### src/rtl/kpt_pkg.sv
// Package for the keyed pair table: capacity, field widths, request and
// result codes, and the command/status bundles between controller and datapath.
// No dependencies.
package kpt_pkg;

  // Table capacity and derived index widths
  localparam int unsigned Capacity = 16;
  localparam int unsigned IdxW     = $clog2(Capacity);
  localparam int unsigned CntW     = 5;
  localparam int unsigned KeyW     = 32;
  localparam int unsigned ValW     = 32;

  // Stream payload widths
  localparam int unsigned InDataW  = KeyW + ValW;
  localparam int unsigned InUserW  = 2;
  localparam int unsigned OutDataW = 8;

  // Request kinds
  typedef enum logic [1:0] {
    MODE_INSERT = 2'd0,
    MODE_ERASE  = 2'd1,
    MODE_QKEY   = 2'd2,
    MODE_QVAL   = 2'd3
  } kpt_mode_e;

  // Result codes
  typedef enum logic [1:0] {
    ST_OK   = 2'd0,
    ST_DUP  = 2'd1,
    ST_FULL = 2'd2,
    ST_MISS = 2'd3
  } kpt_status_e;

  // Controller to datapath
  typedef struct packed {
    logic load;      // latch a new request, restart the scan
    logic step;      // compare one entry, advance the scan
    logic sel_last;  // point the read port at the last entry
    logic commit;    // apply the request and load the result
  } kpt_cmd_t;

  // Datapath to controller
  typedef struct packed {
    logic at_end;    // scan has passed the last stored entry
    logic hit;       // current entry matches
    logic out_free;  // result register can take a new result
  } kpt_stat_t;

endpackage

### src/rtl/kpt_ctrl.sv
// Controller of the keyed pair table: a one-hot state machine that runs
// accept, scan and commit. Depends on kpt_pkg.
module kpt_ctrl (
  input  logic             clk_i,
  input  logic             rst_ni,
  input  logic             in_valid_i,
  output logic             in_ready_o,
  input  kpt_pkg::kpt_stat_t stat_i,
  output kpt_pkg::kpt_cmd_t  cmd_o
);
  import kpt_pkg::*;

  typedef enum logic [2:0] {
    S_IDLE   = 3'b001,
    S_SCAN   = 3'b010,
    S_COMMIT = 3'b100
  } state_e;

  state_e state_q, state_d;

  // Next state and commands
  always_comb begin
    state_d      = state_q;
    cmd_o        = '0;
    in_ready_o   = 1'b0;
    case (state_q)
      S_IDLE: begin
        in_ready_o = 1'b1;
        if (in_valid_i) begin
          cmd_o.load = 1'b1;
          state_d    = S_SCAN;
        end
      end
      S_SCAN: begin
        cmd_o.step = 1'b1;
        if (stat_i.at_end || stat_i.hit) begin
          // aim the read port at the last entry ahead of the commit
          cmd_o.sel_last = 1'b1;
          state_d        = S_COMMIT;
        end
      end
      S_COMMIT: begin
        cmd_o.sel_last = 1'b1;
        if (stat_i.out_free) begin
          cmd_o.commit = 1'b1;
          state_d      = S_IDLE;
        end
      end
      default: begin
        state_d = S_IDLE;
      end
    endcase
  end

  // State register
  always_ff @(posedge clk_i or negedge rst_ni) begin
    if (!rst_ni) begin
      state_q <= S_IDLE;
    end else begin
      state_q <= state_d;
    end
  end

endmodule

### src/rtl/kpt_datapath.sv
// Datapath of the keyed pair table: request registers, key and value
// register files, scan index, entry count and result register. Depends on kpt_pkg.
module kpt_datapath (
  input  logic                          clk_i,
  input  logic                          rst_ni,
  input  logic [kpt_pkg::InDataW-1:0]   in_data_i,
  input  logic [kpt_pkg::InUserW-1:0]   in_user_i,
  output logic                          out_valid_o,
  input  logic                          out_ready_i,
  output logic [kpt_pkg::OutDataW-1:0]  out_data_o,
  input  kpt_pkg::kpt_cmd_t             cmd_i,
  output kpt_pkg::kpt_stat_t            stat_o
);
  import kpt_pkg::*;

  // Register files, undefined until written
  logic [KeyW-1:0] key_mem [Capacity];
  logic [ValW-1:0] val_mem [Capacity];

  kpt_mode_e       mode_q;
  logic [KeyW-1:0] key_q;
  logic [ValW-1:0] val_q;
  logic [CntW-1:0] idx_q, idx_d;
  logic [IdxW-1:0] slot_q;
  logic            found_q;
  logic [CntW-1:0] count_q, count_d;
  logic            out_valid_q;
  kpt_status_e     status_q, status_d;
  logic [CntW-1:0] out_count_q;
  logic [KeyW-1:0] rd_key_q;
  logic [ValW-1:0] rd_val_q;

  logic [CntW-1:0] last_cnt;
  logic [IdxW-1:0] rd_idx;
  logic            at_end;
  logic            hit;
  logic            wr_en;
  logic [IdxW-1:0] wr_idx;
  logic [KeyW-1:0] wr_key;
  logic [ValW-1:0] wr_val;

  // Next scan index
  always_comb begin
    idx_d = idx_q;
    if (cmd_i.load) begin
      idx_d = '0;
    end else if (cmd_i.step && !at_end && !hit) begin
      idx_d = idx_q + CntW'(1);
    end
  end

  // Single read port, addressed one step ahead so the read register holds
  // the entry at the scan index, or the last entry during commit
  assign last_cnt = count_q - CntW'(1);
  assign rd_idx   = cmd_i.sel_last ? last_cnt[IdxW-1:0] : idx_d[IdxW-1:0];

  // Compare the current entry
  assign at_end = (idx_q >= count_q);
  assign hit    = !at_end &&
                  ((mode_q == MODE_QVAL) ? (rd_val_q == val_q) : (rd_key_q == key_q));

  assign stat_o.at_end   = at_end;
  assign stat_o.hit      = hit;
  assign stat_o.out_free = !out_valid_q || out_ready_i;

  // Decide the result and the table update
  always_comb begin
    status_d = ST_MISS;
    count_d  = count_q;
    wr_en    = 1'b0;
    wr_idx   = count_q[IdxW-1:0];
    wr_key   = key_q;
    wr_val   = val_q;
    case (mode_q)
      MODE_INSERT: begin
        if (found_q) begin
          status_d = ST_DUP;
        end else if (count_q >= CntW'(Capacity)) begin
          status_d = ST_FULL;
        end else begin
          status_d = ST_OK;
          wr_en    = 1'b1;
          count_d  = count_q + CntW'(1);
        end
      end
      MODE_ERASE: begin
        if (found_q) begin
          // move the last entry into the freed slot
          status_d = ST_OK;
          wr_en    = 1'b1;
          wr_idx   = slot_q;
          wr_key   = rd_key_q;
          wr_val   = rd_val_q;
          count_d  = last_cnt;
        end
      end
      default: begin
        status_d = found_q ? ST_OK : ST_MISS;
      end
    endcase
  end

  // Request payload, no reset
  always_ff @(posedge clk_i) begin
    if (cmd_i.load) begin
      mode_q <= kpt_mode_e'(in_user_i);
      key_q  <= in_data_i[KeyW-1:0];
      val_q  <= in_data_i[KeyW +: ValW];
    end
    if (cmd_i.step && hit) begin
      slot_q <= idx_q[IdxW-1:0];
    end
    if (cmd_i.commit) begin
      status_q    <= status_d;
      out_count_q <= count_d;
    end
  end

  // Register file writes and registered read
  always_ff @(posedge clk_i) begin
    if (cmd_i.commit && wr_en) begin
      key_mem[wr_idx] <= wr_key;
      val_mem[wr_idx] <= wr_val;
    end
    rd_key_q <= key_mem[rd_idx];
    rd_val_q <= val_mem[rd_idx];
  end

  // Scan control, count and result handshake
  always_ff @(posedge clk_i or negedge rst_ni) begin
    if (!rst_ni) begin
      idx_q       <= '0;
      found_q     <= 1'b0;
      count_q     <= '0;
      out_valid_q <= 1'b0;
    end else begin
      idx_q <= idx_d;
      if (cmd_i.load) begin
        found_q <= 1'b0;
      end else if (cmd_i.step && hit) begin
        found_q <= 1'b1;
      end
      if (cmd_i.commit) begin
        count_q     <= count_d;
        out_valid_q <= 1'b1;
      end else if (out_ready_i) begin
        out_valid_q <= 1'b0;
      end
    end
  end

  assign out_valid_o = out_valid_q;
  assign out_data_o  = {1'b0, out_count_q, status_q};

endmodule

### src/rtl/keyed_pair_table.sv
// Keyed pair table: unordered key/value store of 16 entries, linear scan.
// Each accepted item is scanned one stored entry at a time until a match or
// the end of the stored entries, then committed to the result register.
// The next item is taken while the result still waits; its own commit then
// waits for the result register. Reset clears the count and handshake
// state at once; stored entries are not cleared and are never read unwritten.
module keyed_pair_table (
  input  logic                          clk_i,
  input  logic                          rst_ni,
  input  logic                          s_axis_tvalid_i,
  output logic                          s_axis_tready_o,
  input  logic [kpt_pkg::InDataW-1:0]   s_axis_tdata_i,   // key, value
  input  logic [kpt_pkg::InUserW-1:0]   s_axis_tuser_i,   // mode
  output logic                          m_axis_tvalid_o,
  input  logic                          m_axis_tready_i,
  output logic [kpt_pkg::OutDataW-1:0]  m_axis_tdata_o    // status, count, pad
);
  import kpt_pkg::*;

  kpt_cmd_t  cmd;
  kpt_stat_t stat;

  // Sequencer
  kpt_ctrl u_ctrl (
    .clk_i      (clk_i),
    .rst_ni     (rst_ni),
    .in_valid_i (s_axis_tvalid_i),
    .in_ready_o (s_axis_tready_o),
    .stat_i     (stat),
    .cmd_o      (cmd)
  );

  // Storage, compare and result register
  kpt_datapath u_datapath (
    .clk_i       (clk_i),
    .rst_ni      (rst_ni),
    .in_data_i   (s_axis_tdata_i),
    .in_user_i   (s_axis_tuser_i),
    .out_valid_o (m_axis_tvalid_o),
    .out_ready_i (m_axis_tready_i),
    .out_data_o  (m_axis_tdata_o),
    .cmd_i       (cmd),
    .stat_o      (stat)
  );

endmodule

### config.mk
export PLATFORM = sky130hd
export DESIGN_NAME = keyed_pair_table
export DESIGN_NICKNAME = d
export VERILOG_FILES = /design/src/rtl/kpt_pkg.sv /design/src/rtl/kpt_ctrl.sv /design/src/rtl/kpt_datapath.sv /design/src/rtl/keyed_pair_table.sv
export SDC_FILE = /design/constraint.sdc
export NUM_CORES = 2
export LEC_CHECK = 0
export BUFFER_PORTS_ARGS = -buffer_cell sky130_fd_sc_hd__buf_2
export CELL_PAD_IN_SITES_DETAIL_PLACEMENT = 0
export CELL_PAD_IN_SITES_GLOBAL_PLACEMENT = 1
export CORE_MARGIN = 2
export CORE_UTILIZATION = 30
export DETAILED_ROUTE_END_ITERATION = 6
export PLACE_DENSITY_LB_ADDON = 0.2
export SLEW_MARGIN = 0
export SYNTH_ARGS = -nofsm -noshare
export SYNTH_HDL_FRONTEND = slang
export SYNTH_SLANG_ARGS = --single-unit
export TNS_END_PERCENT = 10
### constraint.sdc
create_clock -name clk_i -period 5.7 [get_ports clk_i]
set_input_delay 0.57 -clock clk_i [delete_from_list [all_inputs] [get_ports clk_i]]
set_output_delay 0.57 -clock clk_i [all_outputs]
set_load 0.02 [all_outputs]
After elaboration in Yosys (flattened, before gate mapping):

Memories as Yosys holds them, arrays and structs flattened. A register that Yosys moved wholly into a read port is not among the register bits.
Index checks and enable logic that the tools add are counted.

* memories kept: 2
* memory bits (writable): 1024
* bits of input ports: 70
* register bits: 92
* output and inout bits: 10

* reduce and logical (&&, ||, !) cells: 15
* muxes and demuxes: 40
* add/sub/neg operators: 3
* equality and inequality tests: 10
* magnitude comparators: 2

Memory list
* u_datapath.key_mem: words 16, width 32, read ports 1, clocked after Yosys merged registers in 1, write ports 1, RTL line kpt_datapath.sv:17 `logic [KeyW-1:0] key_mem [Capacity];`
* u_datapath.val_mem: words 16, width 32, read ports 1, clocked after Yosys merged registers in 1, write ports 1, RTL line kpt_datapath.sv:18 `logic [ValW-1:0] val_mem [Capacity];`

Operators by type and width (number)
* 32-bit two-way mux: 4
* 32-bit == test: 2
* 5-bit two-way mux: 5
* 1-bit two-way mux: 17
* 4-bit two-way mux: 3
* 5-bit by 1-bit adder with 5-bit output, second input constant: 2
* 5-bit one-hot mux with 2 select lines: 1
* 3-bit two-way mux: 3
* 3-bit one-hot mux with 3 select lines: 1
* 2-bit two-way mux: 4
* 2-bit nonzero test: 3
* 5-bit >= comparator: 1
* 5-bit >= comparator, second input constant: 1
* 1-bit logical AND: 5
* 5-bit by 1-bit subtractor with 5-bit output, second input constant: 1
* 2-bit != test, second input constant: 2
* 1-bit one-hot mux with 2 select lines: 2
* 3-bit by 1-bit == test with 1-bit output, second input constant: 1
* 3-bit by 2-bit == test with 1-bit output, second input constant: 1
* 3-bit == test, second input constant: 1
* 1-bit zero test: 3
* 3-bit AND reduction: 1
* 2-bit by 1-bit == test with 1-bit output, second input constant: 1
* 2-bit == test, second input constant: 1
* 3 further kinds: 4

Longest topological paths before layout:

* depth after elaboration: 8
* gate-level depth with buffers: 16
* mapped depth without buffers: 13

Hierarchy:

A second synthesis with hierarchy kept.

* cells, all modules: 3312
* area total of the unflattened synthesis: 47194.0 um^2

By module, submodules not included
* kpt_datapath: sequential area each 34643.2 um^2, cells an instance 3294, area each 47013.8 um^2, times used 1
* kpt_ctrl: sequential area each 76.3 um^2, cells an instance 18, area each 180.2 um^2, times used 1

Worst setup path before layout:

Ideal clock, no wire load.

* kind: register to register
* start: register u_datapath.found_q
* end: memory u_datapath.key_mem[5][0], enable pin
* clock period less this slack: 4.567 ns
* library setup time: 0.487 ns
* setup slack: 1.133 ns
* stages on the path, launching flop included: 6
* arrival: 4.080 ns
* cell sequence: dfrtp_1 -> or3_1 -> a21oi_1 -> and3_1 -> o21ai_0 -> nor2_1

* word-level cells in the longest chain between the ends: 5

Ends and longest elaborated chain
* start: declaration: RTL line kpt_datapath.sv:25 `logic found_q;`
* start signal: assignment: RTL line kpt_datapath.sv:133 `found_q <= 1'b0;`
* start signal: assignment: RTL line kpt_datapath.sv:139 `found_q <= 1'b0;`
* start signal: assignment: RTL line kpt_datapath.sv:141 `found_q <= 1'b1;`
* 1-bit two-way mux, on equally long branches: RTL line kpt_datapath.sv:87, kpt_datapath.sv:76
* 1-bit one-hot mux with 2 select lines: RTL line kpt_datapath.sv:74 `case (mode_q)`
* 1-bit logical AND: RTL line kpt_datapath.sv:121 `if (cmd_i.commit && wr_en) begin`
* 1-bit two-way mux: RTL line kpt_datapath.sv:121
* 1-bit two-way mux (not written as such): RTL line kpt_datapath.sv:122 `key_mem[wr_idx] <= wr_key;`
* end: declaration: RTL line kpt_datapath.sv:17

Several ways; a longest one is shown, not always the timed one.

Worst setup path after layout:

* start: register u_datapath.val_q[25]
* end: register u_datapath.rd_key_q[13] (read register of u_datapath.key_mem)

* word-level cells in the longest chain between the ends: 8

Ends and longest elaborated chain
* start: declaration: RTL line kpt_datapath.sv:22 `logic [ValW-1:0] val_q;`
* start signal: assignment: RTL line kpt_datapath.sv:108 `val_q <= in_data_i[KeyW +: ValW];`
* 32-bit == test *: RTL line kpt_datapath.sv:60 `((mode_q == MODE_QVAL) ? (rd_val_q == val_q) : (rd_key_q == key_q));`
* 1-bit two-way mux *: RTL line kpt_datapath.sv:60
* 1-bit logical AND *: RTL line kpt_datapath.sv:59 `assign hit = !at_end &&`
* 1-bit zero test: RTL line kpt_datapath.sv:47 `end else if (cmd_i.step && !at_end && !hit) begin`
* 1-bit logical AND: RTL line kpt_datapath.sv:47
* 5-bit two-way mux: RTL line kpt_datapath.sv:47
* 5-bit two-way mux: RTL line kpt_datapath.sv:45 `if (cmd_i.load) begin`
* 4-bit two-way mux *: RTL line kpt_datapath.sv:55 `assign rd_idx = cmd_i.sel_last ? last_cnt[IdxW-1:0] : idx_d[IdxW-1:0];`
* end: declaration: RTL line kpt_datapath.sv:30 `logic [KeyW-1:0] rd_key_q;`

Mark *: on every way between the ends. The rest lies on a longest branch, timed or not. The select of a mux whose other input is x is not followed.
A chain may end at the register's enable or synchronous reset.

==> results.yml <==
global_routing:
  grtUsageMet3_pct: 2.969
  first_global_vias: 26518
  antenna_found_initial: 3
  track_usage_pct: 16.75
  grt_overflow: 0
  grt_pass1_wl_um: 189300
  gr-usage-met2_pct: 26.31
  groute.layer.met1.usage_pct: 23.39
  grt_max_degree: 99
  grt-busiest-layer: "met2"
flow_run:
  cap_violations: 0
worst_setup_path:
  endpoint_kind: "register"
  cp.required_ns: 6.33
  reg2reg_to: "u_datapath.rd_key_q[13]"
  reg2regPathDepth: 13
  cp_max_fo: 42
  r2r_setup_slack_ns: 0.85
  worst_r2r_startpoint: "u_datapath.val_q[25]"
  arrival_ns: 5.48
  start_kind: "register"
  crit_type: "register to register"
clock_tree:
  clock_sink_count: 1180
  numCtsBuffers: 131
  cts_buffer_depth: 3
  cts_setup_buffers: 0
  cts-root-buf: "clkbuf_16"
  insertion_delay_ns: 0.77
  clk_pin_slew_ns: 0.06
  tritoncts: "yes"
  htree_levels: 4
logic_synthesis:
  yosysWarnings: 0
  async_flop_share_pct: 1.271
  synth.distinct_cells: 54
  syn_inst: 2915
  ys_seq_elements: 1180
  avgSynthCellArea_um2: 15.69
  synth_seq_area_share_pct: 75.90
  synth_edf_count: 1101
  synth_ff_type: "edfxtp_1"
  syn_nets: 2993
  syn_area_um2: 45740
min_path:
  hold_start: "s_axis_tdata_i[25]"
  hold_path.class: "input pin to register"
  holdPathStages: 1
  holdPathEnd: "u_datapath.key_q[25]"
die:
  coreArea_um2: 151700
  die_area_um2: 155600
  die_h_um: 394.5
  boundaryPins: 80
  start_util_pct: 30.15
  num_rows: 143
  die_w_um: 394.5
final_layout:
  drive_above_1_share_pct: 12.48
  n_antenna_cell: 0
  final_util_pct: 35.54
  fillers: 14459
  syn_to_final_growth_pct: 17.90
  final-instance-count-excl-fill: 5234
  final_nets: 3174
detailed_routing:
  wirelength_um: 132500
  drt-initial-drc-count: 2043
  vias: 26303
  wl_per_cell_um: 25.31
  antenna_left: 0
  drt-pass1-iter-count: 5
  viasPerCell: 5.025
  drc: 0
pwr:
  vdd_drop_max_uv: 310.6
  power_mw: 23.68
  power.leakage_nw: 16.74
  powerDensity_nw_per_um2: 439.1
timing:
  rsz0062_at_grt: "no"
  tns_ns: 0
  fin_skew_ns: 0.03750
  setup_ws_ns: 0.8514
  fmax_ghz: 0.2062
  fin_crit_sh_pct: 85.06
  hold_viol: 0
  finalSetupViolations: 0
  maxSlewViolCount: 0
  tightest_slew_ns: 1.265
  relSlewSlack_pct: 15.64
  post-route-min-period_ns: 4.849
placed_design:
  port_buffers: 78
  place.gp.congestion: 0.7609
  place_inst: 4939
  place_hpwl_um: 68120
  place_ws_ns: 0.8059
run_status:
  status: "complete, no violations"
[routing by layer]
metal	part of all wire [%]	up-vias	routed length (um)
li1	-	11785	-
met5	0.011	-	14
met4	2.7	2	3554
met1	46	13641	61300
met2	46	676	61120
met3	4.9	199	6490
[placed cells by master (no fill, tap or decap), types with 3 or more instances in the layout]
master / n
edfxtp_1: 1101
nand2_1: 461
a21oi_1: 270
mux2i_1: 258
a221oi_1: 256
clkbuf_16: 137
buf_2: 78
xnor2_1: 65
or4_1: 64
dfxtp_1: 64
buf_4: 60
dlygate4sd3_1: 54
clkbuf_1: 46
buf_12: 46
clkinv_2: 21
nor2_4: 17
nor2_1: 16
nand4_1: 16
clkinv_1: 14
dfrtp_1: 14
inv_1: 11
xor2_1: 11
nor3_1: 11
clkbuf_8: 10
nand3_1: 9
nand2b_1: 9
ha_1: 8
o21ai_0: 6
nor3b_1: 5
a21o_1: 4
nor4_1: 4
a31oi_1: 4
clkinv_8: 4
inv_6: 4
nand3b_1: 3
nor2b_1: 3
o22ai_1: 3
[cell type report]
class / count / area [um^2] / area share (%)
Clock buffer: 193 / 3739 / 6.933
Clock inverter: 48 / 362.8 / 0.6728
Inverter: 13 / 51.30 / 0.09513
Multi-Input combinational cell: 1532 / 10210 / 18.94
Sequential cell: 1180 / 34720 / 64.38
Tap cell: 2030 / 2540 / 4.710
Timing Repair Buffer: 238 / 2302 / 4.269
[stage by stage]
step                hold WS (ns)  instance area, um^2
floorplan                 0.2744                45740
global placement          0.5200                49290
detailed placement        0.5267                49290
CTS                    0.0004848                53930
global route             0.01236                53930
finish                   0.05031                53930
[cells by family after synthesis]
logic type	Yosys count	share of synthesized area, %
buffers and inverters	203	2.232
muxes	260	5.701
DFF	1180	75.90
AOI/OAI and AO/OA	559	8.436
xor gates and xnor gates	76	1.455
other	1	0.008198
adders and majority gates	8	0.2188
and+or+nand+nor	628	6.045
[how the worst max path moves through the flow]
stage / from / endpoint / slack, ns
floorplan: u_datapath.found_q / u_datapath.key_mem[5][0] / 1.13
global placement: u_datapath.val_q[25] / u_datapath.rd_key_q[16] / 0.82
detailed placement: u_datapath.val_q[25] / u_datapath.rd_key_q[13] / 0.81
CTS: u_datapath.val_q[25] / u_datapath.rd_key_q[13] / 0.80
global route: u_datapath.val_q[25] / u_datapath.rd_key_q[12] / 0.71
finish: u_datapath.val_q[25] / u_datapath.rd_key_q[13] / 0.85
[repair_timing]
item / 4_1_cts / 5_1_grt
hold buffers: 54 / 0
gates resized for setup: 0 / 0
endpoints found under the hold margin: 67 / 0
[flip-flops by register name, summed over array words and instances, names as in the netlist, 32 cells and up]
| signal | flops |
|---|---|
| u_datapath.rd_val_q | 32 |
| u_datapath.rd_key_q | 32 |
| u_datapath.key_mem | 512 |
| u_datapath.val_mem | 512 |
| u_datapath.key_q | 32 |
| u_datapath.val_q | 32 |
[worst max-delay path: stages, from the launching register on]
cell       delay, ns
edfxtp_1        0.42
xnor2_1         0.62
nand4_1         0.20
nor4_1          0.67
buf_4           0.24
nand4_1         0.17
o2111a_1        0.28
o21ai_2         0.34
o2bb2ai_4       0.33
buf_12          0.26
buf_12          0.27
mux2i_1         0.24
a221oi_1        0.10
or4_1           0.52
[Yosys cell counts, drive strengths merged, types with 2 or more instances]
library cell / instances / share of area (%)
a31oi: 4 / 0.055
clkbuf: 88 / 0.72
and2: 2 / 0.027
and3: 2 / 0.027
o22ai: 3 / 0.041
nand2b: 9 / 0.12
xor2: 11 / 0.21
nand3: 10 / 0.11
mux2i: 259 / 5.7
a32oi: 2 / 0.071
dfrtp: 14 / 0.77
inv: 13 / 0.11
nor2b: 3 / 0.041
a21oi: 271 / 3.0
nand4b: 2 / 0.038
edfxtp: 1101 / 72
a221oi: 256 / 4.9
nor3b: 5 / 0.082
dfxtp: 64 / 2.8
buf: 102 / 1.4
a21o: 4 / 0.066
o31ai: 2 / 0.033
nand2: 461 / 3.8
o21ai: 7 / 0.085
xnor2: 65 / 1.2
nand4: 16 / 0.22
nor2: 34 / 0.28
or4: 64 / 1.1
o31a: 2 / 0.038
nor3: 12 / 0.14
nor4: 4 / 0.055
nand3b: 3 / 0.049
ha: 8 / 0.22
[power breakdown]
group          switching [mW]  internal (mW)  total (mW)  leakage, nW
Sequential              0.335           10.2        10.5         10.7
Clock                    3.43           4.65        8.08         2.00
Combinational            3.21           1.86        5.07         4.08
Total                    6.97           16.7        23.7         16.7
Power figures use the tool's default switching activity.
